## src/hw/rtl/spct_pkg.sv

```systemverilog
// ----------------------------------------------------------------------------
// Shape pair collision test package
// Test kind codes, default coordinate width and multiplier count.
// ----------------------------------------------------------------------------
package spct_pkg;

    localparam int COORD_WIDTH_DEF = 16;
    localparam int NUM_MUL         = 6;

    typedef enum logic [1:0] {
        FUNC_BOX     = 2'd0,
        FUNC_CIRCLE  = 2'd1,
        FUNC_SEGMENT = 2'd2
    } func_t;

endpackage

```

## src/hw/rtl/spct_smul.sv

```systemverilog
// ----------------------------------------------------------------------------
// Registered signed multiplier
// One signed product per cycle, loaded when the enable is high.
// ----------------------------------------------------------------------------
module spct_smul #(
    parameter int A_WIDTH = spct_pkg::COORD_WIDTH_DEF + 1
) (
    input  logic                         aclk,
    input  logic                         en,
    input  logic signed [A_WIDTH-1:0]    a,
    input  logic signed [A_WIDTH-1:0]    b,
    output logic signed [2*A_WIDTH-1:0]  p
);

    logic signed [2*A_WIDTH-1:0] p_reg;
    logic signed [2*A_WIDTH-1:0] p_next;

    assign p_next = (2*A_WIDTH)'(a) * (2*A_WIDTH)'(b);

    always_ff @(posedge aclk) begin
        if (en) begin
            p_reg <= p_next;
        end
    end

    assign p = p_reg;

endmodule

```

## config.mk

```make
export PLATFORM = sky130hd
export DESIGN_NAME = spct_smul
export DESIGN_NICKNAME = d
export VERILOG_FILES = /design/src/hw/rtl/spct_pkg.sv /design/src/hw/rtl/spct_smul.sv
export SDC_FILE = /design/constraint.sdc
export NUM_CORES = 1
export LEC_CHECK = 0
export BUFFER_PORTS_ARGS = -buffer_cell sky130_fd_sc_hd__buf_2
export CORE_UTILIZATION = 40
export DETAILED_ROUTE_END_ITERATION = 16
export GPL_TIMING_DRIVEN = 0
export HOLD_SLACK_MARGIN = 0.02
export RECOVER_POWER = 100
export SKIP_CTS_REPAIR_TIMING = 1
export SLEW_MARGIN = 0
export SYNTH_ARGS = -nofsm -noshare
export SYNTH_HDL_FRONTEND = slang
export SYNTH_SLANG_ARGS = --single-unit
```

## constraint.sdc

```tcl
create_clock -name aclk -period 11.38 [get_ports aclk]
set_clock_uncertainty 0.05 [all_clocks]
set_input_delay 1.707 -clock aclk [delete_from_list [all_inputs] [get_ports aclk]]
set_output_delay 1.707 -clock aclk [all_outputs]
set_load 0.02 [all_outputs]
```

==> impl_metrics.tcl <==
set metrics [dict create \
    multi_input_comb_area_um2 9590 \
    drtAntennaViolNets 0 \
    synth_area_per_cell_um2 9.67 \
    core_um2 29100 \
    die_y_um 175 \
    synth.distinct_cells 50 \
    crit_fanout 10 \
    synth_edf_count 34 \
    vias 8480 \
    start_kind "input pin" \
    areaGrowthSynthToFinish_pct 7.69 \
    grt_max_degree 35 \
    fin_tns_setup_ns 0 \
    synth-seq-area-share_pct 8.52 \
    hold_path_class "input pin to register" \
    async_flop_share_pct 0 \
    crit_start "b[8]" \
    die_x_um 175 \
    holdPathStages 2 \
    viasPerCell 5.00 \
    drc 0 \
    synth_cells 1238 \
    hold_end "p[0]$_DFFE_PP_" \
    ios 70 \
    hold_path.startpoint "b[0]" \
    fin_crit_ns 9.06 \
    utilization_pct 44.3 \
    outcome "finished, violations left" \
    ff_latch_area_um2 1020 \
    maxClockFrequency_mhz 110 \
    grt-ovfl-total 0 \
    clk_pin_slew_ns 0.06 \
    nets 1728 \
    clockRootBuffer "clkbuf_16" \
    start_util_pct 41.2 \
    period_share_pct 79.6 \
    drv_slew 35 \
    relSlewSlack_pct -23.6 \
    syn-num-nets 1655 \
    grt.total_usage_pct 20.2 \
    grt_pass1_wl_mm 47.5 \
    synth_ff_type "edfxtp_1" \
    place_congestion 0.929 \
    tightest_slew_ns 1.85 \
    synth_warnings 0 \
    cap_violations 1 \
    hpwlAfterDp_mm 25.0 \
    worstPathRequired_ns 11.35 \
    wire_per_inst_um 17.1 \
    htreeDepth 2 \
    first_pass_iters 4 \
    critical_path.endpoint_type "register" \
    arrival_ns 9.03 \
    rsz0062_at_grt "false" \
    drt-initial-drc-count 465 \
    grt_pass1_vias 9080 \
    failed_checks "max-capacitance violations, max-slew violations" \
    rows 62 \
    netlist_area_um2 12000 \
    routed_wl_mm 28.9 \
    setup_viol 0 \
    drive_above_1_share_pct 3.05 \
    numCtsBuffers 5 \
    cts_tree "built" \
    hold_violations 0 \
    antenna_cells 0 \
    antenna_found_initial 1 \
    n_fill_cell 2888 \
    dieArea_um2 30600 \
    clock_path_buffers 2 \
    ys_ff_latch 34 \
    critical_path_class "input pin to register" \
    io_buffers 66 \
    largest_reg_flops 34 \
    clock_sinks 34 \
]
==> metal layers <==
metal / vias to the layer above / track usage, % / share of wire (%)
met2: 215 / 35.1 / 51
li1: 3797 / - / -
met3: 40 / 3.55 / 5.6
met1: 4428 / 26.1 / 41
met4: 0 / 4.60 / 2.5
met5: - / 0 / 0
==> logic make-up after synthesis <==
group | after synthesis | synth area share, %
AO/OA/AOI/OAI | 82 | 4.66
XOR/XNOR | 30 | 2.19
adder cells (fa/ha/maj) | 381 | 58.4
buffers and inverters | 354 | 11.2
flip-flops | 34 | 8.52
multiplexers | 1 | 0.0836
AND/OR/NAND/NOR | 356 | 15.0
==> stage by stage <==
stage               hold WS (ns)  std cells  setup WS, ns  area, µm²
CTS                         1.75       1696          2.82      13000
global route                1.76       1696          1.99      12900
floorplan                   1.77       1238          3.65      12000
global placement            2.05       1688          2.63      12800
detailed placement          2.05       1688          2.56      12800
finish                      1.76       1696          2.32      12900
==> worst max path at each step <==
stage / end / slack (ns) / cells after the start
global placement: p[31]$_DFFE_PP_ / 2.63 / 23
global route: p[31]$_DFFE_PP_ / 1.99 / 24
floorplan: p[31]$_DFFE_PP_ / 3.65 / 24
finish: p[31]$_DFFE_PP_ / 2.32 / 23
detailed placement: p[31]$_DFFE_PP_ / 2.56 / 23
CTS: p[31]$_DFFE_PP_ / 2.82 / 23
==> cells in the final DEF, fill, tap and decap left out, types with 6 or more instances in the layout <==
cell,n
nor2_1,32
o21ai_0,17
ha_1,85
o21a_1,6
clkbuf_1,78
inv_1,311
fa_1,296
a21o_1,10
nand2_1,142
xnor2_1,26
and2_1,144
nand3_1,8
buf_2,30
a21oi_1,18
edfxtp_1,34
==> worst max-delay path, cell delays in order <==
cell,delay [ns]
clkbuf_1,0.49
clkbuf_1,0.47
nand2_1,0.16
fa_1,0.56
inv_1,0.05
fa_1,0.49
inv_1,0.06
fa_1,0.53
inv_1,0.05
fa_1,0.39
fa_1,0.51
inv_1,0.05
fa_1,0.49
inv_1,0.05
ha_1,0.31
clkbuf_1,0.22
and4_1,0.28
a221oi_1,0.60
a311oi_1,0.29
or4b_1,0.57
a31oi_1,0.40
o21bai_1,0.13
xor2_1,0.16
==> Yosys cell counts, types with 5 or more instances <==
cell type	instances	area (µm²)
inv_1	311	1170
fa_1	296	5930
and2_1	148	926
nand2_1	142	533
ha_1	85	1060
clkbuf_1	39	146
edfxtp_1	34	1020
nor2_1	32	120
xnor2_1	26	228
a21oi_1	17	85.1
o21ai_0	16	80.1
a21o_1	10	75.1
nand3_1	8	40.0
o21a_1	6	45.0
nand4_1	5	31.3
==> final cells by class <==
cell class / count / share of cell area [%]
timing repair buffer: 66 / 2.20
buffer: 43 / 1.26
multi-input combinational: 850 / 74.3
clock inverter: 3 / 0.534
inverter: 311 / 9.05
tap: 384 / 3.73
clock buffer: 5 / 0.970
sequential: 34 / 7.92
Power is left out: the tool's default activity adds up to more than one toggle a clock period on the data nets, which glitch-free logic cannot reach.
